$ cat src/hw/rtl/sound_fade_envelope_defines.svh
// Assertion helpers shared by the envelope modules.
// They expect a clock named clk and an active-low reset named rst_n in scope.
`ifndef SOUND_FADE_ENVELOPE_DEFINES_SVH
`define SOUND_FADE_ENVELOPE_DEFINES_SVH

// The consequent must hold in the same cycle as the antecedent.
`define SFE_ASSERT_SAME(lbl, ante, cons, msg) \
  lbl: assert property (@(posedge clk) disable iff (!rst_n) (ante) |-> (cons)) else $error(msg);

// The consequent must hold in the cycle after the antecedent.
`define SFE_ASSERT_NEXT(lbl, ante, cons, msg) \
  lbl: assert property (@(posedge clk) disable iff (!rst_n) (ante) |=> (cons)) else $error(msg);

`endif

$ cat src/hw/rtl/sfe_pkg.sv
package sfe_pkg;

  // Default width of the time accumulator and the stored lengths.
  localparam int TIME_BITS_DEF = 24;

  // Gain is Q0.16; the ramp divider produces one quotient bit per step.
  localparam int GAIN_BITS = 16;

  localparam int FRAME_W    = 16;
  localparam int IN_TIME_W  = 24;
  localparam int CFG_IDX_W  = 1;
  localparam int CFG_DATA_W = 16;

  localparam logic [1:0] ACT_TICK = 2'd0;
  localparam logic [1:0] ACT_PLAY = 2'd1;
  localparam logic [1:0] ACT_STOP = 2'd2;

  localparam logic [CFG_IDX_W-1:0] CFG_MAX_VOLUME  = 1'b0;
  localparam logic [CFG_IDX_W-1:0] CFG_LOOP_ENABLE = 1'b1;

  localparam logic [GAIN_BITS-1:0] MAX_VOLUME_RST = '1;

  typedef enum logic [2:0] {
    MODE_STOP     = 3'd0,
    MODE_DELAY    = 3'd1,
    MODE_FADE_IN  = 3'd2,
    MODE_PLAY     = 3'd3,
    MODE_FADE_OUT = 3'd4
  } sfe_mode_t;

  // Commands from the controller to the datapath.
  typedef struct packed {
    logic load;
    logic eval;
    logic mul;
    logic div_start;
    logic gain_load;
    logic publish;
  } sfe_cmd_t;

  // Status from the datapath to the controller.
  typedef struct packed {
    logic need_div;
    logic div_done;
  } sfe_status_t;

endpackage

$ cat src/hw/rtl/sfe_div.sv
module sfe_div #(
  parameter int TIME_BITS = sfe_pkg::TIME_BITS_DEF
) (
  input  logic                                   clk,
  input  logic                                   rst_n,
  input  logic                                   start,
  input  logic [TIME_BITS+sfe_pkg::GAIN_BITS-1:0] dividend,
  input  logic [TIME_BITS-1:0]                   divisor,
  output logic                                   done,
  output logic [sfe_pkg::GAIN_BITS-1:0]          quotient
);

  localparam int GB    = sfe_pkg::GAIN_BITS;
  localparam int CNT_W = $clog2(GB);
  localparam logic [CNT_W-1:0] LAST_STEP = CNT_W'(GB - 1);

  logic                 busy_r;
  logic                 done_r;
  logic [CNT_W-1:0]     cnt_r;
  logic [TIME_BITS-1:0] rem_r;
  logic [TIME_BITS-1:0] rem_nxt;
  logic [GB-1:0]        low_r;
  logic [GB-1:0]        quo_r;
  logic [TIME_BITS:0]   trial;
  logic [TIME_BITS:0]   diff;
  logic                 ge;

  // The quotient is known to fit in GB bits, so the upper dividend bits are
  // already below the divisor and serve as the starting remainder.
  always_comb begin
    trial   = {rem_r, low_r[GB-1]};
    diff    = trial - {1'b0, divisor};
    ge      = trial >= {1'b0, divisor};
    rem_nxt = ge ? diff[TIME_BITS-1:0] : trial[TIME_BITS-1:0];
  end

  always_ff @(posedge clk) begin
    if (!rst_n) begin
      busy_r <= 1'b0;
      done_r <= 1'b0;
      cnt_r  <= '0;
    end else begin
      done_r <= 1'b0;
      if (start) begin
        busy_r <= 1'b1;
        cnt_r  <= '0;
      end else if (busy_r) begin
        cnt_r <= cnt_r + 1'b1;
        if (cnt_r == LAST_STEP) begin
          busy_r <= 1'b0;
          done_r <= 1'b1;
        end
      end
    end
  end

  always_ff @(posedge clk) begin
    if (start) begin
      rem_r <= dividend[TIME_BITS+GB-1:GB];
      low_r <= dividend[GB-1:0];
      quo_r <= '0;
    end else if (busy_r) begin
      rem_r <= rem_nxt;
      low_r <= {low_r[GB-2:0], 1'b0};
      quo_r <= {quo_r[GB-2:0], ge};
    end
  end

  assign done     = done_r;
  assign quotient = quo_r;

endmodule

$ cat src/hw/rtl/sfe_dp.sv
`include "sound_fade_envelope_defines.svh"

module sfe_dp #(
  parameter int TIME_BITS = sfe_pkg::TIME_BITS_DEF
) (
  input  logic                               clk,
  input  logic                               rst_n,
  input  sfe_pkg::sfe_cmd_t                  cmd,
  output sfe_pkg::sfe_status_t               status,
  input  logic [1:0]                         in_action,
  input  logic [sfe_pkg::FRAME_W-1:0]        in_frame_time,
  input  logic [sfe_pkg::IN_TIME_W-1:0]      in_delay_time,
  input  logic [sfe_pkg::IN_TIME_W-1:0]      in_fade_time,
  input  logic                               in_restart_now,
  input  logic                               cfg_we,
  input  logic [sfe_pkg::CFG_IDX_W-1:0]      cfg_index,
  input  logic [sfe_pkg::CFG_DATA_W-1:0]     cfg_wdata,
  output logic [sfe_pkg::GAIN_BITS-1:0]      out_gain,
  output logic [2:0]                         out_mode,
  output logic                               out_start_pulse,
  output logic                               out_stop_pulse,
  output logic                               out_started,
  output logic                               out_voice_held
);

  localparam int GB     = sfe_pkg::GAIN_BITS;
  localparam int EXT_W  = (TIME_BITS > sfe_pkg::IN_TIME_W ? TIME_BITS : sfe_pkg::IN_TIME_W) + 1;
  localparam int PROD_W = TIME_BITS + GB;
  localparam logic [TIME_BITS-1:0] TIME_MAX = '1;

  function automatic logic [TIME_BITS-1:0] sat_time(input logic [EXT_W-1:0] v);
    if (v > EXT_W'(TIME_MAX)) begin
      return TIME_MAX;
    end
    return v[TIME_BITS-1:0];
  endfunction

  // Configuration.
  logic [GB-1:0] max_volume_r;
  logic          loop_enable_r;

  // Captured request.
  logic [1:0]                    item_action_r;
  logic [sfe_pkg::FRAME_W-1:0]   item_frame_r;
  logic [sfe_pkg::IN_TIME_W-1:0] item_delay_r;
  logic [sfe_pkg::IN_TIME_W-1:0] item_fade_r;
  logic                          item_restart_r;

  // Envelope state.
  sfe_pkg::sfe_mode_t   mode_r,  mode_nxt;
  logic [TIME_BITS-1:0] acc_r,   acc_nxt;
  logic [TIME_BITS-1:0] delay_len_r, delay_len_nxt;
  logic [TIME_BITS-1:0] fade_in_len_r, fade_in_len_nxt;
  logic [TIME_BITS-1:0] fade_out_len_r, fade_out_len_nxt;
  logic [GB-1:0]        gain_r,  gain_nxt;
  logic                 started_r, started_nxt;
  logic                 voice_r, voice_nxt;
  logic                 start_p_r, start_p_nxt;
  logic                 stop_p_r, stop_p_nxt;

  // Ramp arithmetic.
  logic                 need_div_r, need_div_nxt;
  logic [TIME_BITS-1:0] num_r, num_nxt;
  logic [TIME_BITS-1:0] div_len_r, div_len_nxt;
  logic [PROD_W-1:0]    product_r;
  logic                 div_done;
  logic [GB-1:0]        div_quotient;

  // Result register.
  logic [GB-1:0] out_gain_r;
  logic [2:0]    out_mode_r;
  logic          out_start_r;
  logic          out_stop_r;
  logic          out_started_r;
  logic          out_voice_r;

  logic [EXT_W-1:0]     acc_sum;
  logic [TIME_BITS-1:0] acc_sat;
  logic [TIME_BITS-1:0] fade_sat;
  logic [TIME_BITS-1:0] delay_sat;

  assign acc_sum   = EXT_W'(acc_r) + EXT_W'(item_frame_r);
  assign acc_sat   = sat_time(acc_sum);
  assign fade_sat  = sat_time(EXT_W'(item_fade_r));
  assign delay_sat = sat_time(EXT_W'(item_delay_r));

  always_comb begin
    sfe_pkg::sfe_mode_t m;
    logic               entered;
    logic               fi_done;
    m                = mode_r;
    entered          = 1'b0;
    fi_done          = 1'b0;
    mode_nxt         = mode_r;
    acc_nxt          = acc_r;
    delay_len_nxt    = delay_len_r;
    fade_in_len_nxt  = fade_in_len_r;
    fade_out_len_nxt = fade_out_len_r;
    gain_nxt         = gain_r;
    started_nxt      = started_r;
    voice_nxt        = voice_r;
    start_p_nxt      = 1'b0;
    stop_p_nxt       = 1'b0;
    need_div_nxt     = 1'b0;
    num_nxt          = num_r;
    div_len_nxt      = div_len_r;
    case (item_action_r)
      sfe_pkg::ACT_TICK: begin
        if (!voice_r) begin
          started_nxt = 1'b0;
        end else if (mode_r != sfe_pkg::MODE_STOP) begin
          acc_nxt = acc_sat;
          if (mode_r == sfe_pkg::MODE_DELAY && acc_sat >= delay_len_r) begin
            acc_nxt     = '0;
            m           = sfe_pkg::MODE_FADE_IN;
            started_nxt = 1'b1;
            start_p_nxt = 1'b1;
            entered     = 1'b1;
          end
          if (m == sfe_pkg::MODE_FADE_IN) begin
            // A fade-in entered from the delay in this tick starts at time zero.
            fi_done = entered ? (fade_in_len_r == '0) : (acc_sat >= fade_in_len_r);
            if (fi_done) begin
              acc_nxt  = '0;
              m        = sfe_pkg::MODE_PLAY;
              gain_nxt = max_volume_r;
            end else begin
              need_div_nxt = 1'b1;
              num_nxt      = acc_nxt;
              div_len_nxt  = fade_in_len_r;
            end
          end
          if (m == sfe_pkg::MODE_PLAY) begin
            if (!loop_enable_r) begin
              m = sfe_pkg::MODE_STOP;
            end
          end else if (m == sfe_pkg::MODE_FADE_OUT) begin
            if (acc_sat >= fade_out_len_r) begin
              acc_nxt     = '0;
              m           = sfe_pkg::MODE_STOP;
              gain_nxt    = '0;
              started_nxt = 1'b0;
              voice_nxt   = 1'b0;
              stop_p_nxt  = 1'b1;
            end else begin
              need_div_nxt = 1'b1;
              num_nxt      = fade_out_len_r - acc_sat;
              div_len_nxt  = fade_out_len_r;
            end
          end
          mode_nxt = m;
        end
      end
      sfe_pkg::ACT_PLAY: begin
        // A restart releases a voice that is still sounding before the new play.
        if (item_restart_r && voice_r && mode_r != sfe_pkg::MODE_FADE_OUT &&
            mode_r != sfe_pkg::MODE_STOP) begin
          stop_p_nxt = 1'b1;
        end
        voice_nxt = 1'b1;
        if (item_delay_r == '0 && item_fade_r == '0) begin
          gain_nxt    = max_volume_r;
          start_p_nxt = 1'b1;
        end
        started_nxt      = 1'b1;
        fade_in_len_nxt  = fade_sat;
        fade_out_len_nxt = '0;
        delay_len_nxt    = delay_sat;
        acc_nxt          = '0;
        mode_nxt         = sfe_pkg::MODE_DELAY;
      end
      sfe_pkg::ACT_STOP: begin
        started_nxt = 1'b0;
        if (voice_r && mode_r != sfe_pkg::MODE_FADE_OUT && mode_r != sfe_pkg::MODE_STOP) begin
          acc_nxt          = '0;
          fade_out_len_nxt = fade_sat;
          if (fade_sat == '0) begin
            mode_nxt   = sfe_pkg::MODE_STOP;
            voice_nxt  = 1'b0;
            stop_p_nxt = 1'b1;
          end else begin
            mode_nxt = sfe_pkg::MODE_FADE_OUT;
          end
        end
      end
      default: begin
      end
    endcase
  end

  always_ff @(posedge clk) begin
    if (!rst_n) begin
      max_volume_r   <= sfe_pkg::MAX_VOLUME_RST;
      loop_enable_r  <= 1'b0;
      mode_r         <= sfe_pkg::MODE_STOP;
      acc_r          <= '0;
      delay_len_r    <= '0;
      fade_in_len_r  <= '0;
      fade_out_len_r <= '0;
      gain_r         <= '0;
      started_r      <= 1'b0;
      voice_r        <= 1'b0;
      start_p_r      <= 1'b0;
      stop_p_r       <= 1'b0;
      need_div_r     <= 1'b0;
    end else begin
      if (cfg_we) begin
        case (cfg_index)
          sfe_pkg::CFG_MAX_VOLUME:  max_volume_r  <= cfg_wdata[GB-1:0];
          sfe_pkg::CFG_LOOP_ENABLE: loop_enable_r <= cfg_wdata[0];
          default: begin
          end
        endcase
      end
      if (cmd.eval) begin
        mode_r         <= mode_nxt;
        acc_r          <= acc_nxt;
        delay_len_r    <= delay_len_nxt;
        fade_in_len_r  <= fade_in_len_nxt;
        fade_out_len_r <= fade_out_len_nxt;
        gain_r         <= gain_nxt;
        started_r      <= started_nxt;
        voice_r        <= voice_nxt;
        start_p_r      <= start_p_nxt;
        stop_p_r       <= stop_p_nxt;
        need_div_r     <= need_div_nxt;
      end else if (cmd.gain_load) begin
        gain_r <= div_quotient;
      end
    end
  end

  always_ff @(posedge clk) begin
    if (cmd.load) begin
      item_action_r  <= in_action;
      item_frame_r   <= in_frame_time;
      item_delay_r   <= in_delay_time;
      item_fade_r    <= in_fade_time;
      item_restart_r <= in_restart_now;
    end
    if (cmd.eval) begin
      num_r     <= num_nxt;
      div_len_r <= div_len_nxt;
    end
    if (cmd.mul) begin
      product_r <= PROD_W'(num_r) * PROD_W'(max_volume_r);
    end
    if (cmd.publish) begin
      out_gain_r    <= gain_r;
      out_mode_r    <= mode_r;
      out_start_r   <= start_p_r;
      out_stop_r    <= stop_p_r;
      out_started_r <= started_r;
      out_voice_r   <= voice_r;
    end
  end

  sfe_div #(
    .TIME_BITS (TIME_BITS)
  ) u_div (
    .clk      (clk),
    .rst_n    (rst_n),
    .start    (cmd.div_start),
    .dividend (product_r),
    .divisor  (div_len_r),
    .done     (div_done),
    .quotient (div_quotient)
  );

  assign status.need_div = need_div_r;
  assign status.div_done = div_done;

  assign out_gain        = out_gain_r;
  assign out_mode        = out_mode_r;
  assign out_start_pulse = out_start_r;
  assign out_stop_pulse  = out_stop_r;
  assign out_started     = out_started_r;
  assign out_voice_held  = out_voice_r;

  // A release leaves the voice free, except for a restart, which takes a new voice in delay.
  `SFE_ASSERT_NEXT(a_ramp_in_range, cmd.gain_load, gain_r <= max_volume_r, "ramp gain above peak")
  `SFE_ASSERT_NEXT(a_release_drops_voice, cmd.eval && stop_p_nxt, !voice_r || mode_r == sfe_pkg::MODE_DELAY, "voice kept")
  `SFE_ASSERT_NEXT(a_divisor_nonzero, cmd.eval && need_div_nxt, div_len_r != '0, "ramp with zero length")

endmodule

$ cat src/hw/rtl/sfe_ctrl.sv
`include "sound_fade_envelope_defines.svh"

module sfe_ctrl (
  input  logic                 clk,
  input  logic                 rst_n,
  input  logic                 in_valid,
  output logic                 in_stall,
  output logic                 out_valid,
  input  logic                 out_stall,
  input  sfe_pkg::sfe_status_t status,
  output sfe_pkg::sfe_cmd_t    cmd
);

  typedef enum logic [2:0] {
    S_IDLE,
    S_EVAL,
    S_MUL,
    S_DIV_START,
    S_DIV_WAIT,
    S_PUBLISH
  } state_t;

  state_t state_r, state_nxt;
  logic   out_valid_r, out_valid_nxt;
  logic   slot_free;

  assign slot_free = !out_valid_r || !out_stall;

  always_comb begin
    state_nxt     = state_r;
    out_valid_nxt = out_valid_r && out_stall;
    cmd           = '0;
    case (state_r)
      S_IDLE: begin
        cmd.load = in_valid;
        if (in_valid) begin
          state_nxt = S_EVAL;
        end
      end
      S_EVAL: begin
        cmd.eval  = 1'b1;
        state_nxt = S_MUL;
      end
      S_MUL: begin
        // The product is formed every time; only a ramp goes on to the divider.
        cmd.mul   = 1'b1;
        state_nxt = status.need_div ? S_DIV_START : S_PUBLISH;
      end
      S_DIV_START: begin
        cmd.div_start = 1'b1;
        state_nxt     = S_DIV_WAIT;
      end
      S_DIV_WAIT: begin
        if (status.div_done) begin
          cmd.gain_load = 1'b1;
          state_nxt     = S_PUBLISH;
        end
      end
      S_PUBLISH: begin
        if (slot_free) begin
          cmd.publish   = 1'b1;
          out_valid_nxt = 1'b1;
          state_nxt     = S_IDLE;
        end
      end
      default: begin
        state_nxt = S_IDLE;
      end
    endcase
  end

  always_ff @(posedge clk) begin
    if (!rst_n) begin
      state_r     <= S_IDLE;
      out_valid_r <= 1'b0;
    end else begin
      state_r     <= state_nxt;
      out_valid_r <= out_valid_nxt;
    end
  end

  assign in_stall  = state_r != S_IDLE;
  assign out_valid = out_valid_r;

  `SFE_ASSERT_NEXT(a_accept_starts_eval, in_valid && !in_stall, state_r == S_EVAL, "request not evaluated")
  `SFE_ASSERT_SAME(a_div_only_for_ramp, cmd.div_start, status.need_div, "divider started without a ramp")
  `SFE_ASSERT_SAME(a_done_while_waiting, status.div_done, state_r == S_DIV_WAIT, "divider done out of turn")

endmodule

$ cat src/hw/rtl/sound_fade_envelope.sv
// Each request is captured, evaluated and multiplied; a step that lands inside a fade ramp
// also passes through a 16-step restoring divider, which forms the ramp gain.
// One request at a time: the next is accepted the cycle after the result is loaded into
// the output register, which waits while out_stall holds a previous result.
// Reset (rst_n, synchronous, active low) clears the envelope to stop with zero gain,
// sets max_volume to full scale and loop_enable to 0, and empties the output register.
module sound_fade_envelope #(
  parameter int TIME_BITS = sfe_pkg::TIME_BITS_DEF
) (
  input  logic                            clk,
  input  logic                            rst_n,
  input  logic                            in_valid,
  output logic                            in_stall,
  input  logic [1:0]                      in_action,
  input  logic [sfe_pkg::FRAME_W-1:0]     in_frame_time,
  input  logic [sfe_pkg::IN_TIME_W-1:0]   in_delay_time,
  input  logic [sfe_pkg::IN_TIME_W-1:0]   in_fade_time,
  input  logic                            in_restart_now,
  output logic                            out_valid,
  input  logic                            out_stall,
  output logic [sfe_pkg::GAIN_BITS-1:0]   out_gain,
  output logic [2:0]                      out_mode,
  output logic                            out_start_pulse,
  output logic                            out_stop_pulse,
  output logic                            out_started,
  output logic                            out_voice_held,
  input  logic                            cfg_we,
  input  logic [sfe_pkg::CFG_IDX_W-1:0]   cfg_index,
  input  logic [sfe_pkg::CFG_DATA_W-1:0]  cfg_wdata
);

  sfe_pkg::sfe_cmd_t    cmd;
  sfe_pkg::sfe_status_t status;

  sfe_ctrl u_ctrl (
    .clk       (clk),
    .rst_n     (rst_n),
    .in_valid  (in_valid),
    .in_stall  (in_stall),
    .out_valid (out_valid),
    .out_stall (out_stall),
    .status    (status),
    .cmd       (cmd)
  );

  sfe_dp #(
    .TIME_BITS (TIME_BITS)
  ) u_dp (
    .clk             (clk),
    .rst_n           (rst_n),
    .cmd             (cmd),
    .status          (status),
    .in_action       (in_action),
    .in_frame_time   (in_frame_time),
    .in_delay_time   (in_delay_time),
    .in_fade_time    (in_fade_time),
    .in_restart_now  (in_restart_now),
    .cfg_we          (cfg_we),
    .cfg_index       (cfg_index),
    .cfg_wdata       (cfg_wdata),
    .out_gain        (out_gain),
    .out_mode        (out_mode),
    .out_start_pulse (out_start_pulse),
    .out_stop_pulse  (out_stop_pulse),
    .out_started     (out_started),
    .out_voice_held  (out_voice_held)
  );

endmodule

$ cat config.mk
export PLATFORM = sky130hd
export DESIGN_NAME = sound_fade_envelope
export DESIGN_NICKNAME = d
export VERILOG_FILES = /design/src/hw/rtl/sfe_pkg.sv /design/src/hw/rtl/sfe_div.sv /design/src/hw/rtl/sfe_dp.sv /design/src/hw/rtl/sfe_ctrl.sv /design/src/hw/rtl/sound_fade_envelope.sv
export VERILOG_INCLUDE_DIRS = /design/src /design/src/hw/rtl
export SDC_FILE = /design/constraint.sdc
export NUM_CORES = 2
export LEC_CHECK = 0
export ABC_CLOCK_PERIOD_IN_PS = 7750
export BUFFER_PORTS_ARGS = -buffer_cell sky130_fd_sc_hd__buf_2
export CAP_MARGIN = 30
export CELL_PAD_IN_SITES_DETAIL_PLACEMENT = 1
export CELL_PAD_IN_SITES_GLOBAL_PLACEMENT = 2
export CORE_MARGIN = 1.5
export CORE_UTILIZATION = 41
export DETAILED_ROUTE_END_ITERATION = 6
export PLACE_DENSITY_LB_ADDON = 0.08
export SETUP_SLACK_MARGIN = 0.15
export SYNTH_ARGS = -nofsm -noshare
export SYNTH_HDL_FRONTEND = slang
export SYNTH_HIERARCHICAL = 1
export SYNTH_SLANG_ARGS = --single-unit
$ cat constraint.sdc
create_clock -name clk -period 7.75 [get_ports clk]
set_clock_uncertainty 0.05 [all_clocks]
set_input_delay 0.775 -clock clk [delete_from_list [all_inputs] [get_ports clk]]
set_output_delay 0.775 -clock clk [all_outputs]
set_load 0.005 [all_outputs]
==> impl_metrics.json <==
{
  "grt_pass1_wl_microns": 164000,
  "final_nets": 4075,
  "crit_fanout": 17,
  "syn-num-nets": 4001,
  "rows": 101,
  "worst_setup_path_start_kind": "register",
  "overflow": 0,
  "r2r_start": "u_dp/num_r[14]",
  "yosys_warnings": 6,
  "cts_buffers": 47,
  "grtUsageMet1_pct": 37.4,
  "path_cells": "nand2_1 -> fa_1 -> inv_1 -> fa_1 -> inv_1 -> fa_1 -> fa_1 -> fa_1 -> inv_1 -> fa_1 -> ha_1 -> nand4_1 -> nor3_1 -> nand3_1 -> a31oi_1 -> o21ai_0 -> o31ai_1 -> a21oi_1 -> o21ai_0 -> xnor2_1",
  "ir_worst_vdd_v": 0.000530,
  "drcViolationCount": 0,
  "cts-root-buf": "clkbuf_16",
  "finalHoldViolations": 0,
  "synth_area_sq_um": 31600,
  "hold_path.startpoint": "in_delay_time[17]",
  "portBuffers": 113,
  "hp-class": "primary input to register",
  "coreArea_sq_um": 76100,
  "die-height_microns": 280,
  "gr-max-usage-layer": "met2",
  "initial_core_util_pct": 41.5,
  "drive_gt1_share_pct": 10.1,
  "place.gp.congestion": 0.925,
  "fp.dieArea_sq_um": 78700,
  "period_needed_ps": 7220,
  "drt_iter0_drc": 1433,
  "fmax_mhz": 139,
  "worstMarginPinSlew_ps": 1020,
  "p_leak_uw": 0.0152,
  "syn_inst": 3374,
  "dpl.cell_count": 4428,
  "ys_seq_area_share_pct": 31.1,
  "clkLatencyLatePin_ps": 610,
  "io_pins": 114,
  "setup_viol": 0,
  "clock_tree.buffer_depth": 3,
  "ff2ff_path_depth": 20,
  "clk_transition_reported_paths_ps": 60,
  "die_w_microns": 280,
  "synth-seq-cells": 381,
  "grt_use_total_pct": 27.5,
  "r2r_slack_ps": 530,
  "cts_tree": "done",
  "syn_avg_cell_area_sq_um": 9.35,
  "wl_microns": 107000,
  "startpoint": "u_dp/num_r[14]",
  "synth_edf_count": 218,
  "wl_per_cell_microns": 23.6,
  "post-route-period-util_pct": 93.1,
  "numClockSinks": 381,
  "max_stage_delay_ps": 930,
  "antenna_found_initial": 1,
  "yosysUniqueCellTypes": 97,
  "outcome": "completed",
  "syn_to_final_growth_pct": 11.0,
  "tns_ps": 0,
  "num_vias": 25000,
  "cp_top_family": "adder cells",
  "crit_type": "register to register",
  "use_met2_pct": 47.0,
  "relSlewSlack_pct": 32.3,
  "critPathCaptureType": "register",
  "final_cells": 4518,
  "via_per_inst": 5.53,
  "hold_buffers": 0,
  "critPathBufInv": 3,
  "holdPathStages": 1,
  "first_global_vias": 26800,
  "final_antenna_net_count": 0,
  "required_ps": 8050,
  "rsz0062_at_grt": "false",
  "ys.flop_type": "edfxtp_1",
  "p_per_area_nw_per_um2": 382,
  "slew_violations": 0,
  "cap_violations": 0,
  "hold_end": "u_dp/delay_sat[17]",
  "use_met3_pct": 2.60,
  "drtPass1Iterations": 5,
  "cpMostUsedCell": "fa_1",
  "async_reset_ff_share_pct": 0,
  "grt_max_degree": 68,
  "cp_slowest_cell": "edfxtp_1",
  "r2r_end": "u_dp/product_r[36]",
  "dp.final_hpwl_microns": 83100,
  "fillerInstances": 8742,
  "h-tree-depth": 2,
  "arrival_ps": 7520
}
-- per-layer routing --
metal / vias up / wire, microns / part of all wire [%]
met5: - / 0 / 0
met4: 0 / 2840 / 2.7
met3: 134 / 4810 / 4.5
met2: 583 / 51700 / 48
met1: 12900 / 47400 / 44
li1: 11400 / - / -
-- synthesized netlist by cell type (28+ instances only) --
library cell	count	share of area, %
xnor2_1	51	1.4
a21o_1	48	1.1
clkbuf_1	144	1.7
a31oi_1	28	0.56
xor2_1	28	0.78
fa_1	309	20
inv_1	462	5.5
nand2_1	561	6.7
nand3_1	54	0.86
and2_1	121	2.4
ha_1	229	9.1
dfxtp_1	163	10
edfxtp_1	218	21
a22oi_1	50	1.2
o21ai_1	29	0.46
o21ai_0	105	1.7
nor2_1	165	2.0
a21oi_1	191	3.0
-- final cells by class --
class | count | area (sq um) | area share (%)
diodes | 1 | 2.50 | 0.00714
clock buffers | 62 | 1320 | 3.75
clock inverters | 26 | 268 | 0.764
inverters | 463 | 1740 | 4.96
multi-input cells | 2356 | 19300 | 55.2
flip-flops and latches | 381 | 9820 | 28.0
well taps | 1030 | 1290 | 3.68
repair buffers | 199 | 1280 | 3.65
-- cells by family after synthesis --
family	after synthesis	synth area share [%]
and+or+nand+nor	1068	15.5
buffers and inverters	637	7.83
AOI/OAI and AO/OA	628	13.3
adders and majority gates	538	28.7
DFF	381	31.1
xor gates and xnor gates	79	2.19
muxes	43	1.44
-- registers in the layout, indices dropped and copies added (netlist names), 24 cells and up --
signal and cells:
u_dp/fade_in_len_r 24, u_dp/delay_len_r 24, u_dp/fade_out_len_r 24, u_dp/acc_r 24, u_dp/product_r 40, u_dp/div_len_r 24, u_dp/u_div/rem_r 24, u_dp/fade_sat 24
u_dp/delay_sat 24, u_dp/num_r 24
-- repair_timing --
item                                   4_1_cts  5_1_grt
setup buffers                                0        0
setup endpoints to repair                    0        3
gates resized for setup                      0        5
endpoints found under the hold margin        0        0
-- how the worst max path moves through the flow --
stage	endpoint	slack, ps	cells past startpoint
floorplan	u_dp/need_div_r	1190	7
finish	u_dp/product_r[36]	530	20
global placement	u_dp/product_r[36]	510	22
CTS	u_dp/product_r[36]	480	21
global route	u_dp/product_r[36]	180	23
detailed placement	u_dp/product_r[36]	540	21
-- where the power goes --
group          total [uW]  switching [uW]  internal, uW
registers            2840             147          2700
clock network        2280             944          1330
logic                8250            5210          3040
total               13400            6300          7070
-- metrics by stage --
step	cell area, sq um	setup WS [ps]	total power [uW]	hold slack (ps)	utilization (%)
3_5_place_dp	33400	535	11100	372	43.9
3_3_place_gp	33300	506	11000	371	43.8
2_1_floorplan	31600	1190	8100	353	-
6_report	35000	534	13400	290	46.0
4_1_cts	35000	479	13400	252	46.0
5_1_grt	35000	175	14300	258	46.0
-- worst reg2reg max path, delay by kind of cell (launching register included) --
family / cells / cell delay (ps)
XOR/XNOR: 1 / 90
buffers and inverters: 3 / 170
adder cells (fa/ha/maj): 7 / 3440
AO/OA/AOI/OAI: 5 / 1510
AND/OR/NAND/NOR: 4 / 790
flip-flops: 1 / 930
-- cell usage in the layout (no fill, tap or decap), types with 8 or more instances in the layout --
cell type,Yosys,layout
o211ai_1,8,8
nor2b_1,9,9
nor3_1,21,21
clkbuf_1,144,9
o221a_2,9,9
a21o_1,48,48
nand4_1,23,23
nor4_1,25,24
a211oi_1,15,15
o2111a_1,17,17
and3_1,17,17
xor2_1,28,28
dfxtp_1,163,158
a22oi_1,50,50
clkbuf_16,0,49
mux2i_1,24,24
a221o_1,11,11
o21a_1,17,17
o21bai_1,15,15
clkinv_1,0,8
ha_1,229,229
inv_1,462,462
buf_4,5,81
a31oi_1,28,28
o21ai_1,29,29
nand2_1,561,561
mux2_2,19,19
nor2_1,165,164
nand3_1,54,54
clkinv_2,0,8
nand2b_1,16,16
a21oi_1,191,190
fa_1,309,309
a22oi_2,10,10
o21ai_0,105,105
buf_2,12,113
xnor2_1,51,51
and2_1,121,121
edfxtp_1,218,218
No activity file was read; power rests on OpenSTA's default activity.
